### src/design/suhd_pkg.sv
// ----------------------------------------------------------------------------
// suhd_pkg
// Shared types and constants for the Super I/O configuration window and the
// small 16550-style UART that answers the handshake request.
// ----------------------------------------------------------------------------
`timescale 1ns / 1ps
`default_nettype none

package suhd_pkg;

  // Access kinds.
  localparam logic REQ_READ  = 1'b0;
  localparam logic REQ_WRITE = 1'b1;

  // Access windows.
  localparam logic [1:0] WIN_INDEX = 2'd0;
  localparam logic [1:0] WIN_DATA  = 2'd1;
  localparam logic [1:0] WIN_UART  = 2'd2;

  // UART register offsets.
  localparam logic [2:0] OFF_RBR = 3'd0;
  localparam logic [2:0] OFF_IER = 3'd1;
  localparam logic [2:0] OFF_IIR = 3'd2;
  localparam logic [2:0] OFF_LCR = 3'd3;
  localparam logic [2:0] OFF_MCR = 3'd4;
  localparam logic [2:0] OFF_LSR = 3'd5;

  // Index port keys and handshake bytes.
  localparam logic [7:0] KEY_UNLOCK = 8'h87;
  localparam logic [7:0] KEY_LOCK   = 8'hAA;
  localparam logic [7:0] HS_REQUEST = 8'hA5;
  localparam logic [7:0] HS_ACK     = 8'hA0;

  // Configuration register indexes.
  localparam logic [7:0] IDX_IDENT   = 8'h20;
  localparam logic [7:0] IDX_REV     = 8'h21;
  localparam logic [7:0] IDX_LDN     = 8'h07;
  localparam logic [7:0] IDX_ACTIVE  = 8'h30;
  localparam logic [7:0] IDX_BASE_HI = 8'h60;
  localparam logic [7:0] IDX_BASE_LO = 8'h61;
  localparam logic [7:0] IDX_IRQ     = 8'h70;

  // Read values.
  localparam logic [7:0] PORT_IDLE   = 8'hFF;
  localparam logic [7:0] ACTIVE_ON   = 8'h01;
  localparam logic [7:0] DLL_VALUE   = 8'h01;
  localparam logic [7:0] IIR_RXAVAIL = 8'h04;
  localparam logic [7:0] IIR_NONE    = 8'h01;
  localparam logic [7:0] LSR_TXEMPTY = 8'h60;
  localparam logic [7:0] DLAB_MASK   = 8'h80;
  localparam logic [7:0] IER_RXINT   = 8'h01;

  localparam logic [1:0] UNLOCK_MAX = 2'd2;
  localparam logic [1:0] REPLY_LEN  = 2'd3;

  // Host register map.
  localparam int unsigned CFG_ADDR_W = 5;
  localparam logic [2:0] CFG_CHIP_IDENT    = 3'd0;
  localparam logic [2:0] CFG_CHIP_REVISION = 3'd1;
  localparam logic [2:0] CFG_UART_BASE     = 3'd2;
  localparam logic [2:0] CFG_IRQ_NUMBER    = 3'd3;
  localparam logic [2:0] CFG_VERSION_HIGH  = 3'd4;
  localparam logic [2:0] CFG_VERSION_LOW   = 3'd5;

  localparam logic [7:0]  RST_CHIP_IDENT    = 8'h87;
  localparam logic [7:0]  RST_CHIP_REVISION = 8'h12;
  localparam logic [15:0] RST_UART_BASE     = 16'h0240;
  localparam logic [3:0]  RST_IRQ_NUMBER    = 4'd5;
  localparam logic [7:0]  RST_VERSION_HIGH  = 8'h02;
  localparam logic [7:0]  RST_VERSION_LOW   = 8'h01;

  typedef struct packed {
    logic       req_type;
    logic [1:0] window;
    logic [2:0] reg_offset;
    logic [7:0] write_data;
  } suhd_item_t;

  typedef struct packed {
    logic [7:0] read_data;
    logic       irq_line;
  } suhd_result_t;

  typedef struct packed {
    logic [7:0]  chip_ident;
    logic [7:0]  chip_revision;
    logic [15:0] uart_base_report;
    logic [3:0]  irq_number;
    logic [7:0]  version_high;
    logic [7:0]  version_low;
  } suhd_cfg_t;

  typedef struct packed {
    logic       config_locked;
    logic [1:0] unlock_seen;
    logic       data_ready;
    logic [1:0] reply_pos;
    logic [1:0] reply_count;
    logic       irq_level;
  } suhd_status_t;

endpackage

`default_nettype wire

### src/design/suhd_if.sv
// ----------------------------------------------------------------------------
// suhd_if
// Valid/ready channels for bus access items and their read results.
// ----------------------------------------------------------------------------
`timescale 1ns / 1ps
`default_nettype none

interface suhd_req_if;
  logic       valid;
  logic       ready;
  logic       req_type;
  logic [1:0] window;
  logic [2:0] reg_offset;
  logic [7:0] write_data;

  modport source (output valid, req_type, window, reg_offset, write_data, input ready);
  modport sink   (input valid, req_type, window, reg_offset, write_data, output ready);
endinterface

interface suhd_rsp_if;
  logic       valid;
  logic       ready;
  logic [7:0] read_data;
  logic       irq_line;

  modport source (output valid, read_data, irq_line, input ready);
  modport sink   (input valid, read_data, irq_line, output ready);
endinterface

`default_nettype wire

### src/design/superio_uart_handshake_device.sv
// An accepted item waits in the input register until the result register is
// free or being emptied. One item per cycle unless responses stall; the input
// register refills in the cycle its item moves to the result register, which
// holds a stalled result.
// Reset: asynchronous, active low; configuration is locked, all UART state is
// cleared and the host registers return to their documented defaults.
// ----------------------------------------------------------------------------
// superio_uart_handshake_device
// Super I/O configuration port pair with a minimal 16550 UART subset that
// answers a three-byte handshake, behind valid/ready channels and an APB port.
// ----------------------------------------------------------------------------
`timescale 1ns / 1ps
`default_nettype none

module superio_uart_handshake_device import suhd_pkg::*; (
  input  logic                  clk_i,
  input  logic                  rst_ni,
  suhd_req_if.sink              req_i,
  suhd_rsp_if.source            rsp_o,
  input  logic                  psel,
  input  logic                  penable,
  input  logic                  pwrite,
  input  logic [CFG_ADDR_W-1:0] paddr,
  input  logic [31:0]           pwdata,
  output logic [31:0]           prdata,
  output logic                  pready
);

  suhd_cfg_t    cfg_q;
  logic         cfg_wr;
  logic [2:0]   cfg_sel;

  logic         in_valid_q;
  suhd_item_t   item_q;
  logic         out_valid_q;
  suhd_result_t out_q;
  logic         adv;
  suhd_result_t result;
  suhd_status_t status;

  // Host register port.
  assign pready  = 1'b1;
  assign cfg_sel = paddr[CFG_ADDR_W-1:2];
  assign cfg_wr  = psel && penable && pwrite && pready;

  always_ff @(posedge clk_i or negedge rst_ni) begin
    if (!rst_ni) begin
      cfg_q.chip_ident       <= RST_CHIP_IDENT;
      cfg_q.chip_revision    <= RST_CHIP_REVISION;
      cfg_q.uart_base_report <= RST_UART_BASE;
      cfg_q.irq_number       <= RST_IRQ_NUMBER;
      cfg_q.version_high     <= RST_VERSION_HIGH;
      cfg_q.version_low      <= RST_VERSION_LOW;
    end else if (cfg_wr) begin
      unique case (cfg_sel)
        CFG_CHIP_IDENT:    cfg_q.chip_ident       <= pwdata[7:0];
        CFG_CHIP_REVISION: cfg_q.chip_revision    <= pwdata[7:0];
        CFG_UART_BASE:     cfg_q.uart_base_report <= pwdata[15:0];
        CFG_IRQ_NUMBER:    cfg_q.irq_number       <= pwdata[3:0];
        CFG_VERSION_HIGH:  cfg_q.version_high     <= pwdata[7:0];
        CFG_VERSION_LOW:   cfg_q.version_low      <= pwdata[7:0];
        default: ;
      endcase
    end
  end

  always_comb begin
    unique case (cfg_sel)
      CFG_CHIP_IDENT:    prdata = {24'h0, cfg_q.chip_ident};
      CFG_CHIP_REVISION: prdata = {24'h0, cfg_q.chip_revision};
      CFG_UART_BASE:     prdata = {16'h0, cfg_q.uart_base_report};
      CFG_IRQ_NUMBER:    prdata = {28'h0, cfg_q.irq_number};
      CFG_VERSION_HIGH:  prdata = {24'h0, cfg_q.version_high};
      CFG_VERSION_LOW:   prdata = {24'h0, cfg_q.version_low};
      default:           prdata = 32'h0;
    endcase
  end

  // The held item is decoded and retired whenever the result register is free
  // or being emptied in the same cycle.
  assign adv         = in_valid_q && (!out_valid_q || rsp_o.ready);
  assign req_i.ready = !in_valid_q || adv;

  always_ff @(posedge clk_i or negedge rst_ni) begin
    if (!rst_ni) begin
      in_valid_q <= 1'b0;
    end else if (req_i.ready) begin
      in_valid_q <= req_i.valid;
    end
  end

  always_ff @(posedge clk_i) begin
    if (req_i.valid && req_i.ready) begin
      item_q.req_type   <= req_i.req_type;
      item_q.window     <= req_i.window;
      item_q.reg_offset <= req_i.reg_offset;
      item_q.write_data <= req_i.write_data;
    end
  end

  suhd_regs u_regs (
    .clk_i    (clk_i),
    .rst_ni   (rst_ni),
    .en_i     (adv),
    .item_i   (item_q),
    .cfg_i    (cfg_q),
    .result_o (result),
    .status_o (status)
  );

  always_ff @(posedge clk_i or negedge rst_ni) begin
    if (!rst_ni) begin
      out_valid_q <= 1'b0;
    end else if (adv) begin
      out_valid_q <= 1'b1;
    end else if (rsp_o.ready) begin
      out_valid_q <= 1'b0;
    end
  end

  always_ff @(posedge clk_i) begin
    if (adv) out_q <= result;
  end

  assign rsp_o.valid     = out_valid_q;
  assign rsp_o.read_data = out_q.read_data;
  assign rsp_o.irq_line  = out_q.irq_line;

`ifndef NO_ASSERTIONS
  // The interrupt is only raised together with a queued reply and is dropped
  // with it.
  a_irq_needs_data: assert property (@(posedge clk_i) disable iff (!rst_ni)
    status.irq_level |-> status.data_ready)
    else $error("interrupt level set without a pending reply");

  a_reply_pos_bound: assert property (@(posedge clk_i) disable iff (!rst_ni)
    status.reply_pos <= status.reply_count)
    else $error("reply position ran past the reply length");

  a_unlock_saturates: assert property (@(posedge clk_i) disable iff (!rst_ni)
    status.unlock_seen <= UNLOCK_MAX)
    else $error("unlock counter passed its saturation value");

  a_retire_fills_output: assert property (@(posedge clk_i) disable iff (!rst_ni)
    adv |=> out_valid_q)
    else $error("retired item did not reach the result register");
`endif

endmodule

`default_nettype wire

### src/design/suhd_regs.sv
// ----------------------------------------------------------------------------
// suhd_regs
// Super I/O and UART register state with the decode of one access item.
// ----------------------------------------------------------------------------
`timescale 1ns / 1ps
`default_nettype none

module suhd_regs import suhd_pkg::*; (
  input  logic         clk_i,
  input  logic         rst_ni,
  input  logic         en_i,
  input  suhd_item_t   item_i,
  input  suhd_cfg_t    cfg_i,
  output suhd_result_t result_o,
  output suhd_status_t status_o
);

  logic [7:0] idx_q, idx_d;
  logic [7:0] ldn_q, ldn_d;
  logic       locked_q, locked_d;
  logic [1:0] unlock_q, unlock_d;
  logic [7:0] lcr_q, lcr_d;
  logic [7:0] ier_q, ier_d;
  logic [7:0] mcr_q, mcr_d;
  logic       dr_q, dr_d;
  logic [1:0] pos_q, pos_d;
  logic [1:0] cnt_q, cnt_d;
  logic       irq_q, irq_d;
  logic [7:0] rd;
  logic       dlab;

  always_comb begin
    idx_d    = idx_q;
    ldn_d    = ldn_q;
    locked_d = locked_q;
    unlock_d = unlock_q;
    lcr_d    = lcr_q;
    ier_d    = ier_q;
    mcr_d    = mcr_q;
    dr_d     = dr_q;
    pos_d    = pos_q;
    cnt_d    = cnt_q;
    irq_d    = irq_q;
    rd       = 8'h00;
    dlab     = (lcr_q & DLAB_MASK) != 8'h00;

    if (item_i.req_type == REQ_WRITE) begin
      unique case (item_i.window)
        WIN_INDEX: begin
          if (item_i.write_data == KEY_UNLOCK) begin
            if (unlock_q < UNLOCK_MAX) unlock_d = unlock_q + 2'd1;
            if (unlock_d >= UNLOCK_MAX) locked_d = 1'b0;
          end else if (item_i.write_data == KEY_LOCK) begin
            locked_d = 1'b1;
            unlock_d = 2'd0;
          end else begin
            unlock_d = 2'd0;
            if (!locked_q) idx_d = item_i.write_data;
          end
        end
        WIN_DATA: begin
          if (!locked_q && idx_q == IDX_LDN) ldn_d = item_i.write_data;
        end
        WIN_UART: begin
          unique case (item_i.reg_offset)
            OFF_RBR: begin
              if (!dlab && item_i.write_data == HS_REQUEST) begin
                cnt_d = REPLY_LEN;
                pos_d = 2'd0;
                dr_d  = 1'b1;
                if ((ier_q & IER_RXINT) != 8'h00) irq_d = 1'b1;
              end
            end
            OFF_IER: if (!dlab) ier_d = item_i.write_data;
            OFF_LCR: lcr_d = item_i.write_data;
            OFF_MCR: mcr_d = item_i.write_data;
            default: ;
          endcase
        end
        default: ;
      endcase
    end else begin
      unique case (item_i.window)
        WIN_INDEX: rd = PORT_IDLE;
        WIN_DATA: begin
          if (locked_q) begin
            rd = PORT_IDLE;
          end else begin
            unique case (idx_q)
              IDX_IDENT:   rd = cfg_i.chip_ident;
              IDX_REV:     rd = cfg_i.chip_revision;
              IDX_LDN:     rd = ldn_q;
              IDX_ACTIVE:  rd = ACTIVE_ON;
              IDX_BASE_HI: rd = cfg_i.uart_base_report[15:8];
              IDX_BASE_LO: rd = cfg_i.uart_base_report[7:0];
              IDX_IRQ:     rd = {4'h0, cfg_i.irq_number};
              default:     rd = 8'h00;
            endcase
          end
        end
        WIN_UART: begin
          unique case (item_i.reg_offset)
            OFF_RBR: begin
              if (dlab) begin
                rd = DLL_VALUE;
              end else if (pos_q < cnt_q) begin
                unique case (pos_q)
                  2'd0:    rd = HS_ACK;
                  2'd1:    rd = cfg_i.version_high;
                  default: rd = cfg_i.version_low;
                endcase
                // The position stays below three here, so the increment fits.
                pos_d = pos_q + 2'd1;
                if (pos_d >= cnt_q) begin
                  dr_d  = 1'b0;
                  irq_d = 1'b0;
                end
              end
            end
            OFF_IER: rd = dlab ? 8'h00 : ier_q;
            OFF_IIR: rd = dr_q ? IIR_RXAVAIL : IIR_NONE;
            OFF_LCR: rd = lcr_q;
            OFF_MCR: rd = mcr_q;
            OFF_LSR: rd = {7'h00, dr_q} | LSR_TXEMPTY;
            default: rd = 8'h00;
          endcase
        end
        default: rd = PORT_IDLE;
      endcase
    end
  end

  always_ff @(posedge clk_i or negedge rst_ni) begin
    if (!rst_ni) begin
      idx_q    <= 8'h00;
      ldn_q    <= 8'h00;
      locked_q <= 1'b1;
      unlock_q <= 2'd0;
      lcr_q    <= 8'h00;
      ier_q    <= 8'h00;
      mcr_q    <= 8'h00;
      dr_q     <= 1'b0;
      pos_q    <= 2'd0;
      cnt_q    <= 2'd0;
      irq_q    <= 1'b0;
    end else if (en_i) begin
      idx_q    <= idx_d;
      ldn_q    <= ldn_d;
      locked_q <= locked_d;
      unlock_q <= unlock_d;
      lcr_q    <= lcr_d;
      ier_q    <= ier_d;
      mcr_q    <= mcr_d;
      dr_q     <= dr_d;
      pos_q    <= pos_d;
      cnt_q    <= cnt_d;
      irq_q    <= irq_d;
    end
  end

  assign result_o.read_data = rd;
  assign result_o.irq_line  = irq_d;

  assign status_o.config_locked = locked_q;
  assign status_o.unlock_seen   = unlock_q;
  assign status_o.data_ready    = dr_q;
  assign status_o.reply_pos     = pos_q;
  assign status_o.reply_count   = cnt_q;
  assign status_o.irq_level     = irq_q;

endmodule

`default_nettype wire

### src/flat_wrapper.sv
// flat-port wrapper written by rule: the top's interface ports become plain ports
module superio_uart_handshake_device_flat import suhd_pkg::*;
  (clk_i, rst_ni, psel, penable, pwrite, paddr, pwdata, prdata, pready, req_i_valid, req_i_req_type, req_i_window, req_i_reg_offset, req_i_write_data, req_i_ready, rsp_o_valid, rsp_o_read_data, rsp_o_irq_line, rsp_o_ready);
  suhd_req_if req_i_i ();
  suhd_rsp_if rsp_o_i ();
  input  logic clk_i;
  input  logic rst_ni;
  input  logic psel;
  input  logic penable;
  input  logic pwrite;
  input  logic [CFG_ADDR_W-1:0] paddr;
  input  logic [31:0] pwdata;
  output logic [31:0] prdata;
  output logic pready;
  input wire logic [$bits(req_i_i.valid)-1:0] req_i_valid;
  input wire logic [$bits(req_i_i.req_type)-1:0] req_i_req_type;
  input wire logic [$bits(req_i_i.window)-1:0] req_i_window;
  input wire logic [$bits(req_i_i.reg_offset)-1:0] req_i_reg_offset;
  input wire logic [$bits(req_i_i.write_data)-1:0] req_i_write_data;
  output wire logic [$bits(req_i_i.ready)-1:0] req_i_ready;
  output wire logic [$bits(rsp_o_i.valid)-1:0] rsp_o_valid;
  output wire logic [$bits(rsp_o_i.read_data)-1:0] rsp_o_read_data;
  output wire logic [$bits(rsp_o_i.irq_line)-1:0] rsp_o_irq_line;
  input wire logic [$bits(rsp_o_i.ready)-1:0] rsp_o_ready;
  assign req_i_i.valid = req_i_valid;
  assign req_i_i.req_type = req_i_req_type;
  assign req_i_i.window = req_i_window;
  assign req_i_i.reg_offset = req_i_reg_offset;
  assign req_i_i.write_data = req_i_write_data;
  assign req_i_ready = req_i_i.ready;
  assign rsp_o_valid = rsp_o_i.valid;
  assign rsp_o_read_data = rsp_o_i.read_data;
  assign rsp_o_irq_line = rsp_o_i.irq_line;
  assign rsp_o_i.ready = rsp_o_ready;
  superio_uart_handshake_device u_core (.clk_i(clk_i), .rst_ni(rst_ni), .req_i(req_i_i), .rsp_o(rsp_o_i), .psel(psel), .penable(penable), .pwrite(pwrite), .paddr(paddr), .pwdata(pwdata), .prdata(prdata), .pready(pready));
endmodule
### config.mk
export PLATFORM = sky130hd
export DESIGN_NAME = superio_uart_handshake_device_flat
export DESIGN_NICKNAME = d
export VERILOG_FILES = /design/src/design/suhd_pkg.sv /design/src/design/suhd_if.sv /design/src/design/superio_uart_handshake_device.sv /design/src/design/suhd_regs.sv /design/src/flat_wrapper.sv
export SDC_FILE = /design/constraint.sdc
export NUM_CORES = 1
export LEC_CHECK = 0
export BUFFER_PORTS_ARGS = -buffer_cell sky130_fd_sc_hd__buf_2
export CORE_ASPECT_RATIO = 0.75
export CORE_MARGIN = 1.5
export CORE_UTILIZATION = 62
export DETAILED_ROUTE_END_ITERATION = 12
export MAX_ROUTING_LAYER = met4
export PLACE_DENSITY_LB_ADDON = 0.3
export SLEW_MARGIN = 30
export SYNTH_ARGS = -nofsm -noshare
export SYNTH_HDL_FRONTEND = slang
export SYNTH_SLANG_ARGS = --single-unit
### constraint.sdc
create_clock -name clk_i -period 3.5 [get_ports clk_i]
set_input_delay 0.35 -clock clk_i [delete_from_list [all_inputs] [get_ports clk_i]]
set_output_delay 0.35 -clock clk_i [all_outputs]
set_load 0.05 [all_outputs]
==> results.cfg <==
[global_routing]
grt_pass1_wl_um = 26170
antenna_found_initial = 0
grt-ovfl-total = 0
grt_start_max_net_pins = 39
grt_pass1_vias = 4799
grt_usage = 0.3274

[sta]
hold_viol = 0
period_needed_ns = 2.583
fin_tns_setup_ns = 0
fin_crit_sh = 0.7379
max_slew.worst_pin.slew_ns = 1.028
worst_clock_skew_ns = 0.006395
hold_ws_ns = 0.09402
maxSlewViolCount = 0
slew_headroom = 0.3112
fmax_ghz = 0.3872
rsz0062_at_grt = no
setup_viol = 0

[critical_path]
slowest_delay_ns = 0.58
r2r_cells = 7
crit_required_ns = 3.63
start_kind = flip-flop
cp-end-kind = flip-flop
arrival_ns = 2.72
reg2reg_from = u_core.u_regs.pos_q[1]
crit_path_max_fanout = 16
cp.depth = 7
rrSetupSlack_ns = 0.92
path_cells = inv_1, ha_1, nor2b_1, a211oi_1, o32ai_1, a21boi_0, o22ai_1
critPathSlowestCell = ha_1
r2r-end = u_core.rsp_o.read_data[5]
crit_type = reg2reg
path_buf_inv = 1
cpLargestDelayFamily = compound AO/OA/AOI/OAI gates

[routing]
drc = 0
drt-wirelength-per-cell_um = 21.92
num_vias = 4874
totalWireLength_um = 16750
drtAntennaViolNets = 0
vias_per_cell = 6.380
first_pass_iters = 5
drtIter0Drc = 488

[finish]
finalCoreUtilization = 0.7286
syn2layout_area_growth_pct = 13.92
diodes = 0
drive_above_1_share = 0.3599
layout.nets = 684

[clocking]
clk_path_buf_depth = 2
path_clk_slew_ns = 0.06
cts.sinks = 125
cts_hold_buffers = 1
htreeDepth = 4
cts_tree = yes
clk_latency_ns = 0.43
postCtsSetupRepairBufs = 0
ctsResizeCount = 0
cts_root_buffer = clkbuf_16
cts-buffers-inserted = 17

[outcome]
status = finished clean

[placed_design]
gp_congestion = 0.9578
dpl.hpwl_um = 11540
port_buffers = 66

[synthesis]
async_flop_share = 0.8160
synth_top_area_cell = dfrtp_1
ys.flop_type = dfrtp_1
synth-seq-cells = 125
ys_warn_count = 0
synth_edf_count = 23
yosys-top-cells-area = dfrtp_1 (34%), mux2_2 (16%), edfxtp_1 (10%)
synth.distinct_cells = 69
netlist_instances = 554
avgSynthCellArea_um2 = 11.88
synthesis.area_um2 = 6581
synth_seq_area_share = 0.4952
synth_top_area_frac = 0.3384

[floorplanning]
core_um2 = 10290
initial_core_util = 0.6396
die_h_um = 92.23
boundaryPins = 102
fp.dieW_um = 122.0
row_count = 32
die_area_um2 = 11250

[power]
vdd_drop_max_mv = 0.4778
power_mw = 4.562
power_density_nw_per_um2 = 608.5
leakagePower_nw = 3.314

[min_path]
worstHoldPathType = in2reg
hold_end = u_core.item_q[1]
min_path_cells = 1
worstHoldStart = req_i_write_data[1]

[run]
drv_cap = 0
-- final cells by class --
class / instances / area [µm²]
well taps: 136 / 170.2
flip-flops and latches: 125 / 3259
fillers: 679 / 2793
inverters: 18 / 67.56
clock buffers: 17 / 425.4
clock inverters: 15 / 162.7
multi-input cells: 382 / 3039
repair buffers: 71 / 372.9
-- layer usage --
metal / track usage / wire, µm
met5: - / 0
met4: 0.1196 / 449
met3: 0.08706 / 1354
met2: 0.4714 / 7657
met1: 0.4480 / 7287
-- flip-flops by register name, summed over array words and instances (netlist names) --
signal	count
u_core.cfg_q	52
u_core.in_valid_q	1
u_core.item_q	14
u_core.rsp_o.irq_line	1
u_core.rsp_o.read_data	8
u_core.rsp_o.valid	1
u_core.u_regs.cnt_q	1
u_core.u_regs.dr_q	1
u_core.u_regs.idx_q	8
u_core.u_regs.ier_q	8
u_core.u_regs.irq_q	1
u_core.u_regs.lcr_q	8
u_core.u_regs.ldn_q	8
u_core.u_regs.locked_q	1
u_core.u_regs.mcr_q	8
u_core.u_regs.pos_q	2
u_core.u_regs.unlock_q	2
-- power breakdown --
group	switching, mW	internal [mW]	leakage (nW)
clock network	0.766	1.01	0.285
registers	0.250	1.72	1.50
logic	0.457	0.351	1.53
-- synth_stat cells, types with 3 or more instances --
master,count
a2111oi_0,4
a211oi_1,7
a21oi_1,24
a22oi_1,9
a2bb2oi_1,4
a31oi_1,4
and2_1,5
and3_1,12
buf_2,10
buf_4,21
clkbuf_1,9
dfrtp_1,89
dfstp_2,13
edfxtp_1,23
ha_1,11
inv_1,17
mux2_2,92
mux2i_1,19
mux4_2,3
nand2_1,31
nand2b_1,8
nand3_1,7
nand3b_1,4
nor2_1,29
nor2b_1,7
nor3_1,3
nor3b_1,7
o21ai_0,18
o221ai_1,5
o22ai_1,8
-- worst max path at each step --
stage | from | to | slack (ns)
6_report | u_core.u_regs.pos_q[1] | u_core.rsp_o.read_data[5] | 0.92
5_1_grt | u_core.u_regs.pos_q[1] | u_core.rsp_o.read_data[5] | 0.88
4_1_cts | u_core.u_regs.pos_q[1] | u_core.rsp_o.read_data[5] | 1.03
3_5_place_dp | u_core.u_regs.pos_q[1] | u_core.rsp_o.read_data[5] | 1.05
3_3_place_gp | u_core.u_regs.pos_q[1] | u_core.rsp_o.read_data[5] | 1.15
2_1_floorplan | paddr[4] | prdata[4] | 1.03
-- cells in the final DEF, fill, tap and decap left out, types with 8 or more instances in the layout --
cell type,synthesis,layout
ha_1,11,11
conb_1,2,17
dfstp_2,13,13
mux2_2,92,92
buf_2,10,65
o22ai_1,8,8
mux2i_1,19,19
inv_1,17,17
dfrtp_1,89,89
nand2b_1,8,8
nor2_1,29,29
a22oi_1,9,9
a21oi_1,24,24
and3_1,12,12
clkbuf_16,0,17
edfxtp_1,23,23
nand2_1,31,31
o21ai_0,18,18
-- worst register-to-register path, cell delays in order (launching register included) --
cell and delay (ns):
dfrtp_1 0.38, inv_1 0.11, ha_1 0.58, nor2b_1 0.12, a211oi_1 0.42, o32ai_1 0.20
a21boi_0 0.34, o22ai_1 0.15
-- cell families after synthesis --
logic type / count (synthesis) / share of synthesized area
buffers and inverters: 62 / 0.05152
other: 2 / 0.001141
flip-flops: 125 / 0.4952
AO/OA/AOI/OAI: 98 / 0.09981
AND/OR/NAND/NOR: 140 / 0.1314
adder cells (fa/ha/maj): 11 / 0.02091
multiplexers: 116 / 0.2000
-- through the flow --
stage / setup slack, ns / cells / cell area [µm²]
CTS: 1.026 / 764 / 7497
global placement: 1.147 / 731 / 6899
finish: 0.9172 / 764 / 7497
detailed placement: 1.053 / 731 / 6899
global route: 0.8815 / 764 / 7497
floorplan: 1.035 / 569 / 6638
(Power assumes the default switching activity.)
